<file path="src/hdl/priority_ready_queue_with_sleep_unit_defines.svh">
// ----------------------------------------------------------------------------
// priority_ready_queue_with_sleep_unit_defines
// Assertion helpers for the scheduler block.
// ----------------------------------------------------------------------------
`ifndef PRIORITY_READY_QUEUE_WITH_SLEEP_UNIT_DEFINES_SVH
`define PRIORITY_READY_QUEUE_WITH_SLEEP_UNIT_DEFINES_SVH

// Same-cycle implication, checked out of reset.
`define PRQS_ASSERT_IMP(lbl, ante, cons, msg) \
    lbl: assert property (@(posedge aclk) disable iff (!aresetn) (ante) |-> (cons)) \
        else $error(msg);

// Next-cycle implication, checked out of reset.
`define PRQS_ASSERT_NEXT(lbl, ante, cons, msg) \
    lbl: assert property (@(posedge aclk) disable iff (!aresetn) (ante) |=> (cons)) \
        else $error(msg);

`endif

</file>
<file path="src/hdl/prqs_pkg.sv">
// ----------------------------------------------------------------------------
// prqs_pkg
// Shared constants and request codes of the priority scheduler.
// ----------------------------------------------------------------------------
`default_nettype none

package prqs_pkg;

    localparam int READY_DEPTH_DEF = 16;
    localparam int SLEEP_DEPTH_DEF = 16;
    localparam int ID_BITS_DEF     = 8;

    localparam int PRIO_BITS = 6;
    localparam int TICK_BITS = 63;
    localparam int IN_TASK_BITS = 8;
    localparam int CNT_BITS  = 5;

    typedef enum logic [1:0] {
        REQ_READY = 2'd0,
        REQ_SLEEP = 2'd1,
        REQ_TICK  = 2'd2,
        REQ_POP   = 2'd3
    } req_t;

    localparam logic [1:0] ERR_OK         = 2'd0;
    localparam logic [1:0] ERR_READY_FULL = 2'd1;
    localparam logic [1:0] ERR_SLEEP_FULL = 2'd2;

endpackage

`default_nettype wire

</file>
<file path="src/hdl/prqs_ram.sv">
// ----------------------------------------------------------------------------
// prqs_ram
// Simple dual-port RAM, one write port, one registered read port.
// ----------------------------------------------------------------------------
`default_nettype none

module prqs_ram #(
    parameter int WIDTH = 8,
    parameter int DEPTH = 16
) (
    input  wire logic                     aclk,
    input  wire logic                     we,
    input  wire logic [$clog2(DEPTH)-1:0] waddr,
    input  wire logic [WIDTH-1:0]         wdata,
    input  wire logic [$clog2(DEPTH)-1:0] raddr,
    output logic      [WIDTH-1:0]         rdata
);

    logic [WIDTH-1:0] mem [DEPTH];

    always_ff @(posedge aclk) begin
        if (we) begin
            mem[waddr] <= wdata;
        end
        rdata <= mem[raddr];
    end

endmodule

`default_nettype wire

</file>
<file path="src/hdl/priority_ready_queue_with_sleep_unit.sv">
// ----------------------------------------------------------------------------
// priority_ready_queue_with_sleep_unit
// Task scheduler: priority-sorted ready queue plus a timed sleep table.
// ----------------------------------------------------------------------------
// Usage:
//  - Slave channel takes one request word: s_tuser is the request kind
//    (make ready, sleep, timer tick, pop); s_tdata carries task id,
//    priority and tick value.
//  - Master channel returns exactly one result word per request.
//  - One request is worked at a time. s_tready is high while the engine
//    is idle; a finished result sits in the output register, so the next
//    request is taken even while the receiver stalls. A new result waits
//    for that register to drain.
//  - Flow per request: sleep or a full-queue error go from dispatch to the
//    result; pop reads the head unless empty; make ready walks back from the
//    tail, moving each lower-priority entry one slot back, up to the head or an
//    entry of equal or higher priority; tick scans all sleepers and inserts each
//    woken one likewise. Each entry takes a read/compare pair (registered RAM read).
//  - Reset (aresetn low, synchronous) empties both stores and sets the
//    earliest wake to all ones. There is no clearing pass: entries past
//    the fill counts are never read.
// ----------------------------------------------------------------------------
`default_nettype none
`include "priority_ready_queue_with_sleep_unit_defines.svh"

module priority_ready_queue_with_sleep_unit #(
    parameter int READY_DEPTH = prqs_pkg::READY_DEPTH_DEF,
    parameter int SLEEP_DEPTH = prqs_pkg::SLEEP_DEPTH_DEF,
    parameter int ID_BITS     = prqs_pkg::ID_BITS_DEF
) (
    input  wire logic        aclk,
    input  wire logic        aresetn,
    input  wire logic        s_tvalid,
    output logic             s_tready,
    // [7:0] task_id, [13:8] priority_req, [76:14] tick_value, rest zero
    input  wire logic [79:0] s_tdata,
    // [1:0] req_type
    input  wire logic [1:0]  s_tuser,
    output logic             m_tvalid,
    input  wire logic        m_tready,
    // [7:0] next_task, [8] next_valid, [71:9] earliest_wake,
    // [76:72] woken_count, [81:77] ready_count, [86:82] sleep_count,
    // [88:87] error_code, rest zero
    output logic [95:0]      m_tdata
);

    import prqs_pkg::*;

    localparam int RA = $clog2(READY_DEPTH);
    localparam int RC = $clog2(READY_DEPTH + 1);
    localparam int SA = $clog2(SLEEP_DEPTH);
    localparam int SC = $clog2(SLEEP_DEPTH + 1);
    localparam int RW = ID_BITS + PRIO_BITS;
    localparam int SW = ID_BITS + PRIO_BITS + TICK_BITS;

    typedef enum logic [2:0] {
        S_IDLE, S_DISPATCH, S_RQ_ISSUE, S_RQ_CMP,
        S_POP_WAIT, S_SL_ISSUE, S_SL_CMP, S_RESULT
    } state_t;

    state_t               state_reg;
    req_t                 req_reg;
    logic [ID_BITS-1:0]   id_reg;
    logic [PRIO_BITS-1:0] prio_reg;
    logic [TICK_BITS-1:0] tick_reg;

    // ready queue: circular, sorted from head
    logic [RA-1:0]        head_reg;
    logic [RC-1:0]        rfill_reg;
    logic [RA-1:0]        k_reg;
    logic [ID_BITS-1:0]   ins_id_reg;
    logic [PRIO_BITS-1:0] ins_prio_reg;
    logic                 ins_tick_reg;

    // sleep table, in sleep order
    logic [SC-1:0]        sfill_reg;
    logic [SC-1:0]        r_reg;
    logic [SC-1:0]        w_reg;
    logic [TICK_BITS-1:0] min_reg;
    logic [TICK_BITS-1:0] run_min_reg;

    logic [CNT_BITS-1:0]  woken_reg;
    logic [1:0]           err_reg;
    logic [ID_BITS-1:0]   next_task_reg;
    logic                 next_valid_reg;
    logic                 m_tvalid_reg;
    logic [95:0]          m_tdata_reg;

    logic                 rq_we;
    logic [RA-1:0]        rq_waddr;
    logic [RW-1:0]        rq_wdata;
    logic [RA-1:0]        rq_raddr;
    logic [RW-1:0]        rq_rdata;
    logic                 sq_we;
    logic [SA-1:0]        sq_waddr;
    logic [SW-1:0]        sq_wdata;
    logic [SW-1:0]        sq_rdata;

    logic [PRIO_BITS-1:0] rq_rd_prio;
    logic [ID_BITS-1:0]   rq_rd_id;
    logic [TICK_BITS-1:0] sq_rd_wake;
    logic [PRIO_BITS-1:0] sq_rd_prio;
    logic [ID_BITS-1:0]   sq_rd_id;
    logic                 s_acc;
    logic                 out_free;

    // queue slot k relative to head, wrapped into the ring
    function automatic logic [RA-1:0] rq_addr(input logic [RA-1:0] k);
        logic [RA:0] s;
        s = {1'b0, head_reg} + {1'b0, k};
        if (s >= (RA+1)'(READY_DEPTH)) begin
            s = s - (RA+1)'(READY_DEPTH);
        end
        return s[RA-1:0];
    endfunction

    assign rq_rd_id   = rq_rdata[ID_BITS-1:0];
    assign rq_rd_prio = rq_rdata[RW-1 -: PRIO_BITS];
    assign sq_rd_id   = sq_rdata[ID_BITS-1:0];
    assign sq_rd_prio = sq_rdata[ID_BITS +: PRIO_BITS];
    assign sq_rd_wake = sq_rdata[SW-1 -: TICK_BITS];

    assign s_tready = (state_reg == S_IDLE);
    assign s_acc    = s_tvalid && s_tready;
    assign out_free = !m_tvalid_reg || m_tready;
    assign m_tvalid = m_tvalid_reg;
    assign m_tdata  = m_tdata_reg;

    // RAM port control
    always_comb begin
        rq_we    = 1'b0;
        rq_waddr = rq_addr(k_reg);
        rq_wdata = {ins_prio_reg, ins_id_reg};
        rq_raddr = (state_reg == S_RQ_ISSUE) ? rq_addr(k_reg - RA'(1)) : rq_addr('0);
        if (state_reg == S_RQ_ISSUE && k_reg == '0) begin
            rq_we = 1'b1;
        end
        if (state_reg == S_RQ_CMP) begin
            rq_we = 1'b1;
            // entry moves one slot back while it ranks below the new one
            if (rq_rd_prio < ins_prio_reg) begin
                rq_wdata = rq_rdata;
            end
        end

        sq_we    = 1'b0;
        sq_waddr = sfill_reg[SA-1:0];
        sq_wdata = {tick_reg, prio_reg, id_reg};
        if (state_reg == S_DISPATCH && req_reg == REQ_SLEEP &&
            sfill_reg != SC'(SLEEP_DEPTH)) begin
            sq_we = 1'b1;
        end
        if (state_reg == S_SL_CMP && sq_rd_wake > tick_reg) begin
            // survivor compacts down to the write pointer
            sq_we    = 1'b1;
            sq_waddr = w_reg[SA-1:0];
            sq_wdata = sq_rdata;
        end
    end

    prqs_ram #(.WIDTH(RW), .DEPTH(READY_DEPTH)) u_ready_ram (
        .aclk  (aclk),
        .we    (rq_we),
        .waddr (rq_waddr),
        .wdata (rq_wdata),
        .raddr (rq_raddr),
        .rdata (rq_rdata)
    );

    prqs_ram #(.WIDTH(SW), .DEPTH(SLEEP_DEPTH)) u_sleep_ram (
        .aclk  (aclk),
        .we    (sq_we),
        .waddr (sq_waddr),
        .wdata (sq_wdata),
        .raddr (r_reg[SA-1:0]),
        .rdata (sq_rdata)
    );

    always_ff @(posedge aclk) begin
        if (!aresetn) begin
            state_reg    <= S_IDLE;
            head_reg     <= '0;
            rfill_reg    <= '0;
            sfill_reg    <= '0;
            min_reg      <= '1;
            m_tvalid_reg <= 1'b0;
        end else begin
            // drained word; a new result in S_RESULT reloads it below
            if (m_tvalid_reg && m_tready && state_reg != S_RESULT) begin
                m_tvalid_reg <= 1'b0;
            end
            unique case (state_reg)
                S_IDLE: begin
                    if (s_acc) begin
                        req_reg        <= req_t'(s_tuser);
                        id_reg         <= ID_BITS'(s_tdata[7:0]);
                        prio_reg       <= s_tdata[13:8];
                        tick_reg       <= s_tdata[76:14];
                        woken_reg      <= '0;
                        err_reg        <= ERR_OK;
                        next_task_reg  <= '0;
                        next_valid_reg <= 1'b0;
                        state_reg      <= S_DISPATCH;
                    end
                end
                S_DISPATCH: begin
                    unique case (req_reg)
                        REQ_READY: begin
                            ins_id_reg   <= id_reg;
                            ins_prio_reg <= prio_reg;
                            ins_tick_reg <= 1'b0;
                            k_reg        <= rfill_reg[RA-1:0];
                            if (rfill_reg == RC'(READY_DEPTH)) begin
                                err_reg   <= ERR_READY_FULL;
                                state_reg <= S_RESULT;
                            end else begin
                                state_reg <= S_RQ_ISSUE;
                            end
                        end
                        REQ_SLEEP: begin
                            if (sfill_reg == SC'(SLEEP_DEPTH)) begin
                                err_reg <= ERR_SLEEP_FULL;
                            end else begin
                                sfill_reg <= sfill_reg + SC'(1);
                                if (tick_reg < min_reg) begin
                                    min_reg <= tick_reg;
                                end
                            end
                            state_reg <= S_RESULT;
                        end
                        REQ_TICK: begin
                            r_reg       <= '0;
                            w_reg       <= '0;
                            run_min_reg <= '1;
                            state_reg   <= S_SL_ISSUE;
                        end
                        REQ_POP: begin
                            state_reg <= (rfill_reg == '0) ? S_RESULT : S_POP_WAIT;
                        end
                        default: state_reg <= S_RESULT;
                    endcase
                end
                S_RQ_ISSUE: begin
                    if (k_reg == '0) begin
                        rfill_reg <= rfill_reg + RC'(1);
                        if (ins_tick_reg) begin
                            woken_reg <= woken_reg + CNT_BITS'(1);
                            state_reg <= S_SL_ISSUE;
                        end else begin
                            state_reg <= S_RESULT;
                        end
                    end else begin
                        state_reg <= S_RQ_CMP;
                    end
                end
                S_RQ_CMP: begin
                    if (rq_rd_prio < ins_prio_reg) begin
                        k_reg     <= k_reg - RA'(1);
                        state_reg <= S_RQ_ISSUE;
                    end else begin
                        rfill_reg <= rfill_reg + RC'(1);
                        if (ins_tick_reg) begin
                            woken_reg <= woken_reg + CNT_BITS'(1);
                            state_reg <= S_SL_ISSUE;
                        end else begin
                            state_reg <= S_RESULT;
                        end
                    end
                end
                S_POP_WAIT: begin
                    next_task_reg  <= rq_rd_id;
                    next_valid_reg <= 1'b1;
                    head_reg       <= rq_addr(RA'(1));
                    rfill_reg      <= rfill_reg - RC'(1);
                    state_reg      <= S_RESULT;
                end
                S_SL_ISSUE: begin
                    if (r_reg == sfill_reg) begin
                        sfill_reg <= w_reg;
                        min_reg   <= run_min_reg;
                        state_reg <= S_RESULT;
                    end else begin
                        state_reg <= S_SL_CMP;
                    end
                end
                S_SL_CMP: begin
                    r_reg <= r_reg + SC'(1);
                    if (sq_rd_wake <= tick_reg) begin
                        // due: leaves the table, into the ready queue if room
                        ins_id_reg   <= sq_rd_id;
                        ins_prio_reg <= sq_rd_prio;
                        ins_tick_reg <= 1'b1;
                        k_reg        <= rfill_reg[RA-1:0];
                        if (rfill_reg == RC'(READY_DEPTH)) begin
                            err_reg   <= ERR_READY_FULL;
                            state_reg <= S_SL_ISSUE;
                        end else begin
                            state_reg <= S_RQ_ISSUE;
                        end
                    end else begin
                        w_reg <= w_reg + SC'(1);
                        if (sq_rd_wake < run_min_reg) begin
                            run_min_reg <= sq_rd_wake;
                        end
                        state_reg <= S_SL_ISSUE;
                    end
                end
                S_RESULT: begin
                    if (out_free) begin
                        m_tvalid_reg <= 1'b1;
                        m_tdata_reg  <= {7'd0, err_reg, CNT_BITS'(sfill_reg),
                                         CNT_BITS'(rfill_reg), woken_reg, min_reg,
                                         next_valid_reg, IN_TASK_BITS'(next_task_reg)};
                        state_reg    <= S_IDLE;
                    end
                end
                default: state_reg <= S_IDLE;
            endcase
        end
    end

    `PRQS_ASSERT_IMP(a_rfill_bound, 1'b1, rfill_reg <= RC'(READY_DEPTH), "ready fill overflow")
    `PRQS_ASSERT_IMP(a_sfill_bound, 1'b1, sfill_reg <= SC'(SLEEP_DEPTH), "sleep fill overflow")
    `PRQS_ASSERT_NEXT(a_acc_busy, s_acc, state_reg == S_DISPATCH, "accepted word not dispatched")
    `PRQS_ASSERT_IMP(a_we_busy, rq_we || sq_we, state_reg != S_IDLE, "RAM write while idle")

endmodule

`default_nettype wire
</file>
<file path="config.mk">
export PLATFORM = sky130hd
export DESIGN_NAME = priority_ready_queue_with_sleep_unit
export DESIGN_NICKNAME = d
export VERILOG_FILES = /design/src/hdl/prqs_pkg.sv /design/src/hdl/prqs_ram.sv /design/src/hdl/priority_ready_queue_with_sleep_unit.sv
export VERILOG_INCLUDE_DIRS = /design/src /design/src/hdl
export SDC_FILE = /design/constraint.sdc
export NUM_CORES = 2
export LEC_CHECK = 0
export BUFFER_PORTS_ARGS = -buffer_cell sky130_fd_sc_hd__buf_2
export CORE_ASPECT_RATIO = 1.25
export CORE_UTILIZATION = 65
export DETAILED_ROUTE_END_ITERATION = 16
export GPL_TIMING_DRIVEN = 0
export PLACE_DENSITY = 0.82
export SYNTH_ARGS = -nofsm -noshare
export SYNTH_HDL_FRONTEND = slang
export SYNTH_SLANG_ARGS = --single-unit
</file>
<file path="constraint.sdc">
create_clock -name aclk -period 16.75 [get_ports aclk]
set_input_delay 2.5125 -clock aclk [delete_from_list [all_inputs] [get_ports aclk]]
set_output_delay 2.5125 -clock aclk [all_outputs]
set_load 0.1 [all_outputs]
</file>
==> summary.md <==
| Metric | Value |
|---|---|
| Run status | finished, final reports clean |
| Period utilisation layout | 0.411 |
| CP max FO | 11 |
| CP Data Required Time | 17.27 ns |
| Pwr Density | 128 mW/mm² |
| WL final | 222 mm |
| Hold Crit Endpoint | m_tdata[3] |
| Initial Utilization | 0.657 |
| Worst Setup End Kind | register |
| Via density | 7.18 |
| Cell Area, Placed | 0.0819 mm² |
| Synth area leaders | edfxtp_1 (68%), mux4_2 (11%), dfxtp_1 (4.5%) |
| RR Startpoint | tick_reg[50] |
| CTS buffer count | 172 |
| Synth-to-layout area growth | 14.3% |
| Clk_skew | 0.0417 ns |
| Hold Crit Start | next_task_reg[3] |
| Critical path arrival | 7.41 ns |
| Peak VDD IR | 96.5 µV |
| Setup ws final | 9.86 ns |
| Vias in the first global route | 45751 |
| Yosys top cell by area | edfxtp_1 |
| Root Buffer | clkbuf_16 |
| Drc violations | 0 |
| Drt first pass iters | 6 |
| Min Hold Slack | 0.417 ns |
| First-pass GRT wire length | 315 mm |
| Largest net degree at the start of global routing | 51 |
| Warnings, synthesis | 0 |
| H-Tree Depth | 4 |
| Syn Inst Count | 4282 |
| Max reg flops | 1232 |
| Core Rows | 140 |
| Core ar. | 0.117 mm² |
| Wire length per cell | 34.3 µm |
| Actual slew at the worst max-slew pin | 1.46 ns |
| Initial antenna violation count | 7 |
| Die area | 0.119 mm² |
| Max Buffers Root-to-Sink | 3 |
| GRT Residual Overflow | 0 |
| Hold WC Path Type | register to register |
| Hold buffer count at CTS | 0 |
| CTS clock-pin slew for the worst setup and hold paths | 0.07 ns |
| Pins over their slew limit | 0 |
| Async S/R FF share, synth | 0 |
| Setup bufs post-CTS | 0 |
| Seq/Total Area, Yosys | 0.723 |
| Post-synthesis cell area | 0.0767 mm² |
| Setup TNS | 0 ns |
| Number of synthesized flops with an enable pin | 1732 |
| Layout cells sized above 1 | 0.222 |
| Synth Area per Inst | 17.9 µm² |
| Die width | 309 µm |
| CTS tree | yes |
| Final setup fails | 0 |
| Critical path class | register to register |
| Cell with the most instances after synthesis | edfxtp_1 |
| Vias after detailed routing | 46497 |
| Starting DRT DRC Count | 7672 |
| Total GRT Usage | 0.378 |
| DP Wirelength | 138 mm |
| Synth Flop Type | edfxtp_1 |
| Final Hold Viols | 0 |
| Post-CTS Resized | 0 |
| MaxCap Viol Count | 0 |
| Hold path cells | 0 |
| Distinct cells, synth | 67 |
| Final min period | 6.89 ns |
| Fin nets | 5054 |
| Reg2reg end | u_sleep_ram.mem[1][8] |
| Worst skew pair latency | 0.84 ns |
| LEAKAGE | 30.5 nW |
| Crit start category | register |
| Fin area | 0.0876 mm² |
| R2r setup slk | 9.86 ns |
| Number of synthesized register bits | 1904 |
| Top cell type's share of synthesized area | 0.678 |
| RSZ-0062 raised after global routing | false |
| Reg2reg path depth | 15 |
| Final ANT Viol Nets | 0 |
| Fillers | 6050 |
| PortBufs | 172 |
| Num Clock Sinks | 1904 |
| Max Freq | 0.145 GHz |
| Place WS | 10.18 ns |
| I/O pins | 184 |
| Max transition margin | 0.0242 |
| GPL Wtd Cong | 0.930 |
| Most frequent cells after synthesis | edfxtp_1 (1732), mux4_2 (385), nand2_1 (229) |
| Die Ht | 386 µm |
==> power by group <==
group / switching, mW / leakage (nW) / internal (mW) / total [mW]
combinational: 1.05 / 10.8 / 0.479 / 1.53
sequential: 0.174 / 16.9 / 5.46 / 5.63
clock: 1.77 / 2.82 / 2.28 / 4.05
total: 3.00 / 30.5 / 8.22 / 11.2
==> cell usage in the layout, fill, tap and decap left out, types with 21 or more instances in the layout <==
cell       instances
edfxtp_1        1732
mux4_2           385
nand2_1          229
inv_1            209
ha_1             208
clkbuf_1         193
buf_2            183
clkbuf_16        180
dfxtp_1          172
a21oi_1          158
nor2_1           145
mux2_2            87
a211oi_1          81
o211ai_1          72
or3_1             70
o21ai_1           68
and2_1            66
buf_8             53
o21ai_0           48
nand4_1           40
buf_1             39
a21o_1            37
clkinv_2          37
a31oi_1           36
buf_16            32
a311oi_1          29
buf_6             24
nand3_1           22
clkinv_1          21
==> cell families after synthesis <==
kind of cell | count (synthesis) | synth area share
adder cells (fa/ha/maj) | 211 | 0.0347
other | 1 | 0.0000489
flip-flops | 1904 | 0.723
XOR/XNOR | 32 | 0.00366
AND/OR/NAND/NOR | 641 | 0.0399
buffers and inverters | 430 | 0.0228
multiplexers | 477 | 0.127
AO/OA/AOI/OAI | 586 | 0.0490
==> area by class of cell <==
| class | count | area [µm²] | share of cell area |
|---|---|---|---|
| plain buffers | 220 | 956 | 0.0109 |
| well taps | 1562 | 1950 | 0.0223 |
| repair buffers | 295 | 3080 | 0.0352 |
| multi-input cells | 1954 | 19600 | 0.224 |
| clock inverters | 84 | 830 | 0.00947 |
| diodes | 11 | 27.5 | 0.000314 |
| inverters | 210 | 788 | 0.00900 |
| flip-flops and latches | 1904 | 55500 | 0.633 |
| clock buffers | 239 | 4900 | 0.0559 |
==> worst max-delay path by stage <==
stage | depth (start not counted) | to | from | slack (ns)
after floorplan | 3 | run_min_reg[0] | aresetn | 6.53
after global placement | 3 | run_min_reg[22] | aresetn | 1.32
after detailed placement | 13 | u_sleep_ram.mem[14][14] | tick_reg[58] | 10.18
after CTS | 13 | u_sleep_ram.mem[12][14] | tick_reg[50] | 10.05
after global routing | 15 | u_sleep_ram.mem[1][7] | tick_reg[50] | 9.97
final | 15 | u_sleep_ram.mem[1][8] | tick_reg[50] | 9.86
==> metal layers <==
metal,GRT usage,vias to the layer above,part of all wire
met3,0.0964,1081,0.13
met2,0.591,4454,0.47
met4,0.212,6,0.067
met1,0.488,22962,0.33
met5,0,-,0.00018
li1,-,17994,-
==> stage by stage <==
stage | power (mW) | cells | utilization
2_1_floorplan | 6.56 | 4288 | -
3_3_place_gp | 7.06 | 6022 | 0.681
3_5_place_dp | 7.14 | 6145 | 0.702
4_1_cts | 11.1 | 6468 | 0.751
5_1_grt | 11.5 | 6469 | 0.751
6_report | 11.2 | 6479 | 0.751
==> critical path, stage by stage (launching register included) <==
cell and delay [ns]:
edfxtp_1 0.59, inv_1 0.13, ha_1 0.40, nand4_1 0.22, nor4_1 0.98, nand4_1 0.57, a22oi_1 0.57, or2_2 0.22
o21ai_1 0.31, or4_1 0.69, a22oi_2 0.87, buf_8 0.30, buf_8 0.21, buf_16 0.17, buf_8 0.18, buf_8 0.16
Note: power is estimated with default switching activity, not from simulation.
